**src/rtl/core/urx_pkg.sv**
```systemverilog
// Shared types, constants and helpers for the UART receive oversampler.
// No dependencies; imported by every module under rtl/core.
package urx_pkg;

  localparam int unsigned CountW      = 12;
  localparam int unsigned FrameW      = 10;
  localparam int unsigned ByteW       = 8;

  localparam logic [CountW-1:0] PeriodReset = 12'd208;
  localparam logic [FrameW-1:0] FramePreset = 10'h3FF;
  localparam logic [ByteW-1:0]  PrintLow    = 8'd32;
  localparam logic [ByteW-1:0]  PrintHigh   = 8'd126;

  // One decoded character as it leaves the frame logic.
  typedef struct packed {
    logic             emit;
    logic [ByteW-1:0] data;
    logic             printable;
  } urx_result_t;

  function automatic logic is_printable(input logic [ByteW-1:0] b);
    is_printable = (b >= PrintLow) && (b <= PrintHigh);
  endfunction

endpackage

```
**src/rtl/core/urx_frame.sv**
```systemverilog
// Phase counter, last-level tracker and 10-bit frame shifter.
// Depends on urx_pkg.
module urx_frame
  import urx_pkg::*;
(
  input  logic              clk,
  input  logic              rst,
  input  logic              step,
  input  logic              level,
  input  logic [CountW-1:0] bit_period,
  output urx_result_t       result
);

  logic              last_level;
  logic [CountW-1:0] phase_count;
  logic [FrameW-1:0] frame_shifter;

  logic              last_level_next;
  logic [CountW-1:0] phase_count_next;
  logic [FrameW-1:0] frame_shifter_next;
  logic [CountW-1:0] count_base;
  logic [CountW-1:0] count_inc;
  logic [FrameW-1:0] shifted;
  logic              sample;
  logic              emit;

  always_comb begin
    // level change restarts the count before this tick is added
    count_base       = (level != last_level) ? '0 : phase_count;
    count_inc        = count_base + 1'b1;
    phase_count_next = (count_inc == bit_period) ? '0 : count_inc;
    last_level_next  = level;
    sample           = (phase_count_next == (bit_period >> 1));
    shifted          = {level, frame_shifter[FrameW-1:1]};
    emit             = sample && !shifted[0];
    if (emit) begin
      frame_shifter_next = FramePreset;
    end else if (sample) begin
      frame_shifter_next = shifted;
    end else begin
      frame_shifter_next = frame_shifter;
    end
    result.emit      = emit;
    result.data      = shifted[ByteW:1];
    result.printable = is_printable(shifted[ByteW:1]);
  end

  always_ff @(posedge clk) begin
    if (rst) begin
      last_level    <= 1'b0;
      phase_count   <= '0;
      frame_shifter <= FramePreset;
    end else if (step) begin
      last_level    <= last_level_next;
      phase_count   <= phase_count_next;
      frame_shifter <= frame_shifter_next;
    end
  end

  // start bit never rests at the bottom: it is consumed as soon as it lands
  a_bottom_idle: assert property (@(posedge clk) disable iff (rst)
    frame_shifter[0] == 1'b1)
    else $error("frame bottom bit held a start bit");

  // a level change always leaves the counter at one tick (or zero on wrap)
  a_restart: assert property (@(posedge clk) disable iff (rst)
    step && (level != last_level) |=> (phase_count == 12'd1) || (phase_count == 12'd0))
    else $error("phase counter not restarted on level change");

  a_emit_sample: assert property (@(posedge clk) disable iff (rst)
    result.emit |-> sample)
    else $error("byte emitted off the sampling point");

endmodule

```
**src/rtl/core/urx_outreg.sv**
```systemverilog
// Result register for decoded characters, with valid/stall handshake.
// Depends on urx_pkg.
module urx_outreg
  import urx_pkg::*;
(
  input  logic             clk,
  input  logic             rst,
  input  logic             load,
  input  urx_result_t      result,
  output logic             can_load,
  output logic             out_valid,
  input  logic             out_stall,
  output logic [ByteW-1:0] data_byte,
  output logic             printable
);

  assign can_load = !out_valid || !out_stall;

  always_ff @(posedge clk) begin
    if (rst) begin
      out_valid <= 1'b0;
    end else if (load) begin
      out_valid <= 1'b1;
    end else if (!out_stall) begin
      out_valid <= 1'b0;
    end
  end

  always_ff @(posedge clk) begin
    if (load) begin
      data_byte <= result.data;
      printable <= result.printable;
    end
  end

endmodule

```
**src/rtl/core/uart_rx_oversampler.sv**
```systemverilog
// Top level of the UART receive oversampler (8N1, no stop-bit check).
// Depends on urx_pkg, urx_frame and urx_outreg.
//
//  channel | direction | handshake            | payload
//  in      | sink      | in_valid / in_stall  | line_level
//  out     | source    | out_valid / out_stall| data_byte, printable
//  cfg     | sink      | cfg_valid / cfg_ready| cfg_data (bit_period)
//
// One line sample is taken per cycle unless the input is stalled; a character
// reaches the output through the input register, then the result register.
// Reset (rst, synchronous) sets bit_period to 208, the frame to all ones.
// A pending result stalls the input register only when that register holds
// a sample that itself completes a character; all other samples flow on.
module uart_rx_oversampler
  import urx_pkg::*;
(
  input  logic              clk,
  input  logic              rst,
  input  logic              in_valid,
  output logic              in_stall,
  input  logic              line_level,
  output logic              out_valid,
  input  logic              out_stall,
  output logic [ByteW-1:0]  data_byte,
  output logic              printable,
  input  logic              cfg_valid,
  output logic              cfg_ready,
  input  logic [CountW-1:0] cfg_data
);

  logic [CountW-1:0] bit_period;
  logic              s1_valid;
  logic              s1_level;
  logic              s1_move;
  logic              can_load;
  urx_result_t       result;

  // configuration is always accepted
  assign cfg_ready = 1'b1;

  always_ff @(posedge clk) begin
    if (rst) begin
      bit_period <= PeriodReset;
    end else if (cfg_valid && cfg_ready) begin
      bit_period <= cfg_data;
    end
  end

  // held sample advances unless it completes a character and the result
  // register is still occupied
  assign s1_move  = s1_valid && (!result.emit || can_load);
  assign in_stall = s1_valid && !s1_move;

  always_ff @(posedge clk) begin
    if (rst) begin
      s1_valid <= 1'b0;
    end else if (!in_stall) begin
      s1_valid <= in_valid;
    end
  end

  always_ff @(posedge clk) begin
    if (in_valid && !in_stall) begin
      s1_level <= line_level;
    end
  end

  urx_frame u_frame (
    .clk       (clk),
    .rst       (rst),
    .step      (s1_move),
    .level     (s1_level),
    .bit_period(bit_period),
    .result    (result)
  );

  urx_outreg u_outreg (
    .clk      (clk),
    .rst      (rst),
    .load     (s1_move && result.emit),
    .result   (result),
    .can_load (can_load),
    .out_valid(out_valid),
    .out_stall(out_stall),
    .data_byte(data_byte),
    .printable(printable)
  );

  // stall only ever comes from a held sample waiting on the result register
  a_stall_cause: assert property (@(posedge clk) disable iff (rst)
    in_stall |-> s1_valid && result.emit && out_valid && out_stall)
    else $error("input stalled without a blocked character");

endmodule

```
**config.mk**
```make
export PLATFORM = sky130hd
export DESIGN_NAME = uart_rx_oversampler
export DESIGN_NICKNAME = d
export VERILOG_FILES = /design/src/rtl/core/urx_pkg.sv /design/src/rtl/core/urx_frame.sv /design/src/rtl/core/urx_outreg.sv /design/src/rtl/core/uart_rx_oversampler.sv
export SDC_FILE = /design/constraint.sdc
export NUM_CORES = 1
export LEC_CHECK = 0
export ABC_AREA = 1
export BUFFER_PORTS_ARGS = -buffer_cell sky130_fd_sc_hd__buf_2
export CAP_MARGIN = 30
export CORE_AREA = 2 2 88 90
export CTS_CLUSTER_SIZE = 40
export DETAILED_ROUTE_END_ITERATION = 8
export DIE_AREA = 0 0 90 92
export PLACE_DENSITY = 0.55
export SKIP_LAST_GASP = 1
export SYNTH_ARGS = -nofsm -noshare
export SYNTH_HDL_FRONTEND = slang
export SYNTH_SLANG_ARGS = --single-unit
```
**constraint.sdc**
```tcl
create_clock -name clk -period 5 [get_ports clk]
set_input_delay 0.25 -clock clk [delete_from_list [all_inputs] [get_ports clk]]
set_output_delay 0.25 -clock clk [all_outputs]
set_load 0.01 [all_outputs]
```
Word-level counts from Yosys, hierarchy flattened
Index checks and enable logic that the tools add are counted.

cells by class
  reductions and logical operators = 16
  $add $sub $neg = 1
  muxes and demuxes = 6
  equality and inequality tests = 4
  magnitude comparators = 2

operators by type and width
  kind                                                                   count
  12-bit 2-to-1 mux                                                      2
  10-bit 2-to-1 mux                                                      2
  12-bit by 1-bit adder with 12-bit output, second input constant        1
  12-bit by 11-bit == test with 1-bit output                             1
  12-bit == test                                                         1
  8-bit by 6-bit >= comparator with 1-bit output, second input constant  1
  8-bit by 7-bit <= comparator with 1-bit output, second input constant  1
  1-bit logical AND                                                      6
  1-bit logical NOT                                                      6
  1-bit logical OR                                                       2
  1-bit 2-to-1 mux                                                       2
  2-bit by 1-bit != test with 1-bit output, second input constant        1
  2-bit AND reduction                                                    1
  2-bit nonzero test                                                     1
  1-bit != test                                                          1

storage, ports and cells
  flip-flop bits (word level) = 47
  input bits = 18
  output and inout bits = 12
  word-level logic and storage cells = 38

Logic depth before layout (Yosys ltp)
Gate-level depths: netlist of run 1.

  depth after elaboration = 14
  depth in mapped cells = 25
  gate-level depth less buffers = 25

Cells and area by module
Synthesis of run 1 repeated with hierarchy kept, for this count alone.

unflattened totals
  cells, all modules = 410
  area total of the unflattened synthesis = 2,795.2 µm²

by module, submodules not included
  module               area each (µm²)  cells an instance  sequential area each (µm²)  instances
  urx_frame            1,946.9          329                440.4                       1
  uart_rx_oversampler  539.3            68                 290.3                       1
  urx_outreg           309.0            13                 290.3                       1

Worst setup path before layout of run 1
No wires, ideal clock.

  path type = reg-to-reg
  start = register s1_level
  end = register u_outreg.data_byte[0] (enable)
  clock period less this slack = 2.900 ns
  data required time = 4.677 ns
  buffers on the path = 3
  setup time = 0.323 ns
  setup slack = 2.100 ns
  arrival = 2.577 ns
  cell stages (with the launch flop) = 21
  cells stage by stage = edfxtp_1 > inv_1 > nand2_2 > nand2_4 > buf_6 > nand3_1 > nor2_2 > nand4_1 > nand3_1 > nand2_1 > nor2_1 > nand3_2 > buf_6 > nand3_1 > nand2_1 > nor2_1 > nand2_1 > nor2_2 > nand4_1 > buf_2 > nor2_4

on the way
  longest elaborated chain between the ends = 11

RTL lines
  element                                         RTL line                   text
  start, declared                                 uart_rx_oversampler.sv:33  logic s1_level;
  start signal, assigned                          uart_rx_oversampler.sv:64  s1_level <= line_level;
  1-bit != test (*)                               urx_frame.sv:29            count_base = (level != last_level) ? '0 : phase_count;
  12-bit 2-to-1 mux (*)                           urx_frame.sv:29
  12-bit by 1-bit adder with 12-bit output (*)    urx_frame.sv:30            count_inc = count_base + 1'b1;
  12-bit == test                                  urx_frame.sv:31            phase_count_next = (count_inc == bit_period) ? '0 : count_inc;
  12-bit 2-to-1 mux (*)                           urx_frame.sv:31
  12-bit by 11-bit == test with 1-bit output (*)  urx_frame.sv:33            sample = (phase_count_next == (bit_period >> 1));
  1-bit logical AND (*)                           urx_frame.sv:35            emit = sample && !shifted[0];
  1-bit logical NOT                               uart_rx_oversampler.sv:51  assign s1_move = s1_valid && (!result.emit || can_load);
  1-bit logical OR                                uart_rx_oversampler.sv:51
  1-bit logical AND                               uart_rx_oversampler.sv:51
  1-bit logical AND (*)                           uart_rx_oversampler.sv:80  .load (s1_move && result.emit),
  net u_outreg.load                               urx_outreg.sv:8            input logic load,
  end signal, assigned                            urx_outreg.sv:31           data_byte <= result.data;
  end, declared                                   urx_outreg.sv:13           output logic [ByteW-1:0] data_byte,

The timed path passes the listed nets; every way through them passes the cells marked *.
A chain may end at the register's enable or synchronous reset.

Worst setup path after layout of run 1
  start = register s1_level
  end = output in_stall

on the way
  longest elaborated chain between the ends = 12

RTL lines
  element                                         RTL line                   text
  1-bit != test (*)                               urx_frame.sv:29
  12-bit 2-to-1 mux (*)                           urx_frame.sv:29
  12-bit by 1-bit adder with 12-bit output (*)    urx_frame.sv:30
  12-bit == test                                  urx_frame.sv:31
  12-bit 2-to-1 mux (*)                           urx_frame.sv:31
  12-bit by 11-bit == test with 1-bit output (*)  urx_frame.sv:33
  1-bit logical AND (*)                           urx_frame.sv:35
  1-bit logical NOT (*)                           uart_rx_oversampler.sv:51
  1-bit logical OR (*)                            uart_rx_oversampler.sv:51
  1-bit logical AND (*)                           uart_rx_oversampler.sv:51
  1-bit logical NOT (*)                           uart_rx_oversampler.sv:52  assign in_stall = s1_valid && !s1_move;
  1-bit logical AND (*)                           uart_rx_oversampler.sv:52
  end, declared                                   uart_rx_oversampler.sv:20  output logic in_stall,

Mark *: on every way between the ends. The rest lies on a longest branch, timed or not.

==> results of run 1 <==
## placed cells by master, fill, tap and decap left out, drive strengths merged
cell / instances
o21bai: 2
nand4: 7
nand3b: 1
nand2: 152
o21a: 1
nor2: 63
dfxtp: 36
nor4: 1
edfxtp: 10
clkbuf: 5
nand3: 72
a21oi: 24
or2: 4
a211oi: 1
buf: 30
nor3: 1
o21ai: 20
conb: 1
inv: 50
clkinvlp: 2
## cell families (layout without fill, tap and decap cells)
logic type             Yosys count  count (layout)
AO/OA/AOI/OAI                   48              48
AND/OR/NAND/NOR                301             301
other                            1               1
flip-flops                      46              46
buffers and inverters           62              87
## flip-flops by register name, summed over array words and instances (netlist names)
| register | count |
|---|---|
| bit_period | 12 |
| u_outreg.printable | 1 |
| u_outreg.out_valid | 1 |
| u_frame.last_level | 1 |
| u_frame.phase_count | 12 |
| u_outreg.data_byte | 8 |
| u_frame.frame_shifter | 9 |
| s1_level | 1 |
| s1_valid | 1 |
## stage by stage
step / instance area [um^2] / util [%] / std cells / hold WS (ns)
final: 3181 / 42.71 / 585 / 0.1125
after global routing: 3181 / 42.71 / 585 / 0.09475
after CTS: 3181 / 42.71 / 585 / 0.1080
after detailed placement: 3088 / 41.47 / 577 / 0.4314
after global placement: 3060 / 41.10 / 576 / 0.4426
after floorplan: 2863 / - / 458 / 0.3416
## metal layers
layer	vias to the layer above	track usage, %
li1	1519	-
met1	1338	29.98
met2	81	33.33
met3	13	3.451
met4	0	6.795
met5	-	0
## worst max path at each step
stage,start,to,slack [ns],depth (start not counted)
2_1_floorplan,s1_level,u_outreg.data_byte[0],2.10,20
3_3_place_gp,s1_level,u_outreg.data_byte[6],0.98,21
3_5_place_dp,s1_level,u_outreg.data_byte[2],0.98,21
4_1_cts,s1_level,in_stall,0.75,22
5_1_grt,s1_level,in_stall,0.30,22
6_report,s1_level,in_stall,0.76,22
## worst max-delay path: stages (launching register included)
cell,delay (ns)
edfxtp_1,0.43
inv_1,0.15
nand2_2,0.08
nand2_4,0.17
nand2_2,0.13
nor2_2,0.19
nand2_1,0.12
nand2_1,0.13
nand2_1,0.08
nand2_1,0.06
nand2_1,0.09
nor2_1,0.11
nand2_1,0.08
nor2_2,0.10
nand3_2,0.27
nand3_1,0.24
nand2_1,0.07
nor2_1,0.13
nand2_1,0.08
nor2_2,0.14
nand3_2,0.39
nor2_1,0.27
buf_2,0.16
## final cells by class
cell class / instances / area (um^2) / area share (%)
multi-input combinational: 350 / 1580 / 49.69
sequential: 46 / 1021 / 32.10
inverter: 49 / 183.9 / 5.783
timing repair buffer: 30 / 175.2 / 5.507
tap: 102 / 127.6 / 4.013
clock buffer: 5 / 68.82 / 2.164
clock inverter: 3 / 23.77 / 0.7474
## power by group through the flow
stage                     clock network, W  logic (W)  registers (W)
after CTS                         0.000255   0.000134       0.000408
after floorplan                          0  0.0000975       0.000411
after detailed placement                 0   0.000133       0.000417
after global routing              0.000272   0.000153       0.000410
final                             0.000246   0.000134       0.000408
after global placement                   0   0.000133       0.000416
==> results.cfg, run 1 <==
[yosys]
yosys.area_share.xor_xnor_pct = 0
synth_top_family_by_area = simple AND/OR/NAND/NOR gates
yosysWarnings = 0
synth_nets = 476
synthDistinctLibCells = 28
synthSimpleGateAreaFrac_pct = 46.33
synth_area_leaders = dfxtp_1 25%, nand2_1 20%, nand3_1 12%, edfxtp_1 10%, nor2_1 7.1%
yosysTopAreaCell = dfxtp_1
synthFlopType = dfxtp_1
synth_top_area_share_pct = 25.17
syn_avg_cell_area_um2 = 6.251
synth_common_cells = 149 x nand2_1, 69 x nand3_1, 54 x nor2_1
netlist_area_mm2 = 0.002863
synth_compound_area_share_pct = 8.741
synth.most_common_cell = nand2_1
synth_fa_ha_area_share_pct = 0
seq_area_frac_synth_pct = 35.66
synth-seq-cells = 46
synth-async-reset-ratio_pct = 0
synth_edf_count = 10
synth.mux.area_fraction_pct = 0
syn_inst = 458

[sta]
relSlewSlack_pct = 59.79
finClkSkew_ns = 0.005225
slew_viol_final = 0
finalCritPeriodShare_pct = 84.87
rsz0062_at_grt = false
setup_viol = 0
tns_ns = 0
tightest_slew_ns = 0.5969
min_period_ns = 4.244
max_freq_mhz = 235.6
setup_slack_ns = 0.7564
hold_viol_final = 0

[worst_setup_path]
required_ns = 4.75
r2r-end = u_outreg.data_byte[0]
reg2reg_from = s1_level
arrival_ns = 3.99
ff2ff_setup_slack_ns = 0.99
start_kind = flop
reg2reg_depth = 21
critical_path_class = reg -> out
crit_path_max_fanout = 23
critPathCaptureType = primary output

[drt]
route.met3.wl_um = 377
firstDrtPassIters = 5
wl_met2_mm = 3.810
top_layer_used = met4
ant_nets = 0
vias = 2951
drc = 0
post_drt_via_cell_ratio = 5.044
wl_met1_mm = 4.185
totalWireLength_mm = 8.549
wl_per_cell_um = 14.61
drt-initial-drc-count = 227

[placed_design]
dp_hpwl_mm = 6.764
io_buffer_count = 28
preCtsSetupSlack_ns = 0.9813
gp_congestion = 0.9432

[outcome]
status = completed

[clocking]
clock_latency_ns = 0.31
clock_path_buffers = 2
cts-htree-levels = 2
cts_root_buffer = clkbuf_8
cts_num_sinks = 46
cts_made_buffers = 5
post_cts_resized = 0
post-cts-setup-buffers = 0
cts_tree = yes
cts_hold_buffers = 0
path_clk_slew_ns = 0.10

[global_routing]
grt_util_all_layers_pct = 21.27
grt_max_degree = 24
grt_overflow = 0
grt_pass1_vias = 2618
grt_pass1_wl_mm = 13.92
antenna_found_initial = 0

[floorplan]
io_pins = 30
start_util_pct = 38.44
die_w_um = 90
rows = 32
core-area_mm2 = 0.007447
die-area_mm2 = 0.008280
fp.dieH_um = 92

[min_path]
worst_hold_path_type = in -> reg
holdPathEnd = s1_level
hold_depth = 1
min_from = line_level

[power_and_ir_drop]
internal_power_w = 0.0005373
powerDensity_mw_per_mm2 = 248.0
power_frac_comb_pct = 17.0
power_leakage_nw = 1.556
p_sw_share_pct = 31.89
pwr-share-seq_pct = 51.8
clkPwrFrac_pct = 31.2
vdd_drop_max_v = 0.00009449
p_switching_w = 0.0002516
power_w = 0.0007888

[final_layout]
layout.nets = 500
diodes = 0
area_growth_pct = 11.10
drive_above_1_share_pct = 12.01
n_fill_cell = 821

[run]
drv_cap = 0
Power figures use the tool's default switching activity.
==> run 2, diff against run 1 <==
--- a/config.mk
+++ b/config.mk
@@ -12,7 +12,7 @@
 export CTS_CLUSTER_SIZE = 40
 export DETAILED_ROUTE_END_ITERATION = 8
 export DIE_AREA = 0 0 90 92
-export PLACE_DENSITY = 0.55
+export PLACE_DENSITY = 0.57
 export SKIP_LAST_GASP = 1
 export SYNTH_ARGS = -nofsm -noshare
 export SYNTH_HDL_FRONTEND = slang
==> constraint.sdc (replaced) <==
create_clock -name clk -period 3.75 [get_ports clk]
set_input_delay 0.1875 -clock clk [delete_from_list [all_inputs] [get_ports clk]]
set_output_delay 0.1875 -clock clk [all_outputs]
set_load 0.01 [all_outputs]
==> run 2 against run 1 <==
Setup slack got worse by 0.54 ns; global-route usage shrank 0.11 points; register-to-register slack lost 0.69 ns; sequential cell count is the same; sequential power is 34% higher; sequential share of layout area shrank 1.7 points; die area is the same; clock skew rose by 0.00084 ns; utilization grew 2.4 points; largest cell class unchanged; highest routed layer unchanged.
==> results.cfg, run 2 (synthesis gave the netlist of run 1 again) <==
[floorplan]
fp.dieH_um = 92
rows = 32
die_w_um = 90
core-area_mm2 = 0.007447
die-area_mm2 = 0.008280
io_pins = 30
start_util_pct = 38.44

[drt]
firstDrtPassIters = 5
drc = 0
ant_nets = 0
vias = 3019
post_drt_via_cell_ratio = 5.074
totalWireLength_mm = 8.694
wl_per_cell_um = 14.61
drt-initial-drc-count = 179

[global_routing]
grtUsageMet1_pct = 29.16
grt_pass1_vias = 2688
grt_overflow = 0
grt_max_degree = 21
busiest_layer = met2
grt_pass1_wl_mm = 13.90
grt_util_all_layers_pct = 21.16
antenna_found_initial = 0
globalRouteMet3Util_pct = 2.958
use_met2_pct = 33.65

[final_layout]
final_design_area_no_fill_mm2 = 0.003362
multiInputGateArea_mm2 = 0.001694
drive_above_1_share_pct = 16.23
area_growth_pct = 17.44
diodes = 0
regArea_mm2 = 0.001021
instances_no_fill = 595
n_fill_cell = 826
mostFrequentLayoutCell = nand2_1
layout.nets = 510
utilization_pct = 45.14
layout_common_cells = 146 x nand2_1, 66 x nand3_1, 49 x inv_1, 49 x nor2_1, 36 x dfxtp_1
reg.largest.list = bit_period x12, u_frame.phase_count x12, u_frame.frame_shifter x9

[placed_design]
io_buffer_count = 28
gp_congestion = 0.9515
dpl-instance-area_mm2 = 0.003118
dp_hpwl_mm = 6.644
dp.cells = 581

[worst_setup_path]
critPathMaxStageDelay_ns = 0.41
cp_top_family = simple AND/OR/NAND/NOR gates
path_buf_inv = 2
arrival_ns = 3.35
start_kind = flop
critical_path_class = reg -> out
crit_top_cell = nand2_1
path_cells = inv_1 -> nand2_2 -> nand2_8 -> nand3_2 -> nor2_1 -> nand2_1 -> nand2_1 -> nand3_1 -> nand2_1 -> nor2_1 -> nand3_1 -> o21ai_0 -> nand2_1 -> nand2_1 -> nor2_1 -> nand2_1 -> nor2_4 -> nand3_4 -> nor2_2 -> buf_2
critPathCaptureType = primary output
crit_path_max_fanout = 18
worst_path_max_delay_cell = edfxtp_1
required_ns = 3.56

[power_and_ir_drop]
vdd_drop_max_v = 0.0001335
power_leakage_nw = 1.600
power_w = 0.001069
powerDensity_mw_per_mm2 = 318.0

[sta]
min_period_ns = 3.537
relSlewSlack_pct = 66.40
tns_ns = 0
max_freq_mhz = 282.8
finClkSkew_ns = 0.006067
setup_viol = 0
tightest_slew_ns = 0.5035
slew_viol_final = 0
hold_viol_final = 0
finalCritPeriodShare_pct = 94.31

[clocking]
cts-htree-levels = 2
cts_made_buffers = 5
cts_tree = yes
cts_num_sinks = 46
path_clk_slew_ns = 0.09
clock_path_buffers = 2
cts_root_buffer = clkbuf_8
clock_latency_ns = 0.31

[outcome]
status = completed

[min_path]
worst_hold_path_type = in -> reg

[run]
drv_cap = 0
==> run 2: per-stage QoR <==
stage | setup slack, ns | hold WS (ns)
3_3_place_gp | 0.05102 | 0.3895
5_1_grt | -0.007262 | 0.05440
6_report | 0.2134 | 0.07021
3_5_place_dp | 0.1771 | 0.3800
4_1_cts | 0.005007 | 0.05744
2_1_floorplan | 0.8500 | 0.2791
==> run 2: worst register-to-register path, stage by stage (launching register included) <==
cell and delay [ns]:
edfxtp_1 0.41, inv_1 0.14, nand2_2 0.11, nand2_8 0.14
nand3_2 0.15, nor2_1 0.23, nand2_1 0.13, nand2_1 0.09
nand3_1 0.10, nand2_1 0.10, nor2_1 0.05, nand3_1 0.18
o21ai_0 0.21, nand2_1 0.15, nand2_1 0.06, nor2_1 0.14
nand2_1 0.11, nor2_4 0.15, nand4_1 0.16, buf_4 0.23
inv_1 0.20, nand2_1 0.10, nand3_1 0.07
==> run 2: layout make-up <==
type,count,area share (%)
timing repair buffer,39,7.220
tap,102,3.796
inverter,49,5.471
multi-input combinational,351,50.39
clock buffer,5,2.047
sequential,46,30.37
clock inverter,3,0.7071
==> run 2: power breakdown <==
part | internal (W) | switching (W) | total (W) | leakage [nW]
clock network | 0.000134 | 0.000193 | 0.000327 | 0.0408
logic | 0.0000656 | 0.000130 | 0.000196 | 1.17
registers | 0.000523 | 0.0000240 | 0.000547 | 0.385
==> run 2: worst paths after layout <==
kind / startpoint / endpoint / slack [ns] / cells after the start
max reg2reg: s1_level / u_frame.frame_shifter[5] / 0.30 / 22
min: line_level / s1_level / 0.07 / 1
min reg2reg: u_frame.frame_shifter[7] / u_outreg.data_byte[5] / 0.48 / 0
max: s1_level / in_stall / 0.21 / 20
==> run 2: layer usage <==
layer  vias to the layer above  wire length, um
li1                       1539                -
met1                      1347             4070
met2                       114             3862
met3                        19              487
met4                         0              274
met5                         -                0
==> run 2: what timing repair did <==
action	in CTS	in global routing
setup buffers	0	5
hold buffers	0	0
gates resized for setup	3	20
pin swaps	0	2
gates cloned	0	1
endpoints found under the setup margin	1	31
==> run 3, diff against run 2 <==
--- a/config.mk
+++ b/config.mk
@@ -8,11 +8,14 @@
 export ABC_AREA = 1
 export BUFFER_PORTS_ARGS = -buffer_cell sky130_fd_sc_hd__buf_2
 export CAP_MARGIN = 30
-export CORE_AREA = 2 2 88 90
+export CELL_PAD_IN_SITES_DETAIL_PLACEMENT = 0
+export CELL_PAD_IN_SITES_GLOBAL_PLACEMENT = 2
+export CORE_AREA = 2 2 105 107
 export CTS_CLUSTER_SIZE = 40
 export DETAILED_ROUTE_END_ITERATION = 8
-export DIE_AREA = 0 0 90 92
-export PLACE_DENSITY = 0.57
+export DIE_AREA = 0 0 107 109
+export GPL_TIMING_DRIVEN = 0
+export PLACE_DENSITY = 0.71
 export SKIP_LAST_GASP = 1
 export SYNTH_ARGS = -nofsm -noshare
 export SYNTH_HDL_FRONTEND = slang
==> run 3 against run 2 <==
Critical path depth is the same; final area grew 1.8%; hold slack lost 0.020 ns; setup slack gained 0.0030 ns; power grew 0.21%; sequential share of layout area shrank 0.53 points; utilization shrank 13 points; largest cell class unchanged; die area grew 41%.
==> results.cfg, run 3 (synthesis gave the netlist of run 1 again) <==
[sta]
setup_viol = 0
max_freq_mhz = 283.0
tightest_slew_ns = 0.5025
relSlewSlack_pct = 66.50
setup_slack_ns = 0.2164
hold_viol_final = 0
finClkSkew_ns = 0.008189
min_period_ns = 3.534
slew_viol_final = 0
finalCritPeriodShare_pct = 94.23

[global_routing]
grt_max_degree = 17
grt_overflow = 0
antenna_found_initial = 0
grt_pass1_wl_mm = 14.57
grt_util_all_layers_pct = 16.47
grt_pass1_vias = 2796

[placed_design]
io_buffer_count = 28
preCtsSetupSlack_ns = -0.03307
dpl-instance-area_mm2 = 0.003178
dp_hpwl_mm = 7.294
dp.cells = 626
gp_congestion = 0.8502

[drt]
firstDrtPassIters = 5
vias = 2972
totalWireLength_mm = 9.183
wl_per_cell_um = 14.37
drt-initial-drc-count = 170
post_drt_via_cell_ratio = 4.651
ant_nets = 0
drc = 0

[final_layout]
multiInputGateArea_mm2 = 0.001687
drive_above_1_share_pct = 15.83
area_growth_pct = 19.54
final_design_area_no_fill_mm2 = 0.003422
regArea_mm2 = 0.001021
layout_common_cells = 145 x nand2_1, 67 x nand3_1, 50 x nor2_1
instances_no_fill = 639
n_fill_cell = 1200
mostFrequentLayoutCell = nand2_1
diodes = 0
layout.nets = 516
reg.largest.list = bit_period x12, u_frame.phase_count x12, u_frame.frame_shifter x9

[clocking]
cts_num_sinks = 46
cts_tree = yes
cts-htree-levels = 2
cts_root_buffer = clkbuf_8
clock_latency_ns = 0.31
path_clk_slew_ns = 0.09
clock_path_buffers = 2
cts_hold_buffers = 0
cts_made_buffers = 5

[min_path]
min_from = line_level
hold_depth = 1
worst_hold_path_type = in -> reg

[worst_setup_path]
worst-path-stages = 20
worstSetupStartpoint = s1_level
critPathMaxStageDelay_ns = 0.40
crit_path_max_fanout = 10
required_ns = 3.79
start_kind = flop
path_cells = buf_4 -> nand2_1 -> nand2_4 -> nand4_4 -> nor2_4 -> buf_4 -> nand2_1 -> nand3_1 -> nand2_1 -> nor2_1 -> nand3_2 -> nor2_4 -> a21oi_1 -> nor2_1 -> nand2_1 -> nor2_4 -> nand4_1 -> buf_4 -> nor2_4 -> buf_12
reg2reg_from = s1_level
arrival_ns = 3.57
path_buf_inv = 4
reg2reg_depth = 20
cp_top_family = simple AND/OR/NAND/NOR gates
critical_path_class = reg -> reg
worst_path_max_delay_cell = edfxtp_1
critPathCaptureType = flop

[floorplan]
rows = 38
io_pins = 30
die-area_mm2 = 0.01166
die_w_um = 107
fp.dieH_um = 109
core-area_mm2 = 0.01060
start_util_pct = 27.00

[outcome]
status = completed

[run]
drv_cap = 0

[power_and_ir_drop]
vdd_drop_max_v = 0.0001185
powerDensity_mw_per_mm2 = 313.1
power_leakage_nw = 1.606
[run 3: power by group]
part           total [W]  internal, W  switching (W)
clock           0.000328     0.000134       0.000195
combinational   0.000197    0.0000653       0.000132
sequential      0.000546     0.000523      0.0000232
[run 3: path summary, 6_finish.rpt]
path | end | slack (ns)
min | s1_level | 0.05
max | u_outreg.data_byte[2] | 0.22
min reg2reg | u_outreg.data_byte[4] | 0.47
max reg2reg | u_outreg.data_byte[2] | 0.22
[run 3: routing by layer]
| layer | up-vias | wire length, um | GRT usage, % | share of wire [%] |
|---|---|---|---|---|
| met5 | - | 0 | 0 | 0 |
| met1 | 1345 | 4623 | 22.49 | 50 |
| met3 | 11 | 306 | 2.750 | 3.3 |
| li1 | 1556 | - | - | - |
| met2 | 60 | 4093 | 26.75 | 45 |
| met4 | 0 | 160 | 4.917 | 1.7 |
[run 3: final cells by class]
type	count	area share (%)
Timing Repair Buffer	32	5.338
Clock inverter	3	0.6947
Multi-Input combinational cell	351	49.29
Clock buffer	5	2.011
Inverter	49	5.375
Tap cell	140	5.119
Buffer	13	2.340
Sequential cell	46	29.84
[run 3: metrics by stage]
| stage | hold WS [ns] | power, W | TNS (ns) | utilization [%] |
|---|---|---|---|---|
| after floorplan | 0.2791 | 0.0006780 | 0 | - |
| after global placement | 0.3707 | 0.0007368 | -0.3659 | 29.97 |
| after detailed placement | 0.3656 | 0.0007361 | -0.2963 | 29.97 |
| after CTS | 0.04070 | 0.001068 | 0 | 31.02 |
| after global routing | 0.03201 | 0.001127 | -0.3734 | 32.28 |
| final | 0.04991 | 0.001071 | 0 | 32.28 |
[run 3: what timing repair did]
item / in CTS / in global routing
endpoints found under the setup margin: 10 / 27
pin swaps: 0 / 8
resized for setup: 5 / 22
gates cloned: 0 / 1
buffers inserted: 0 / 4
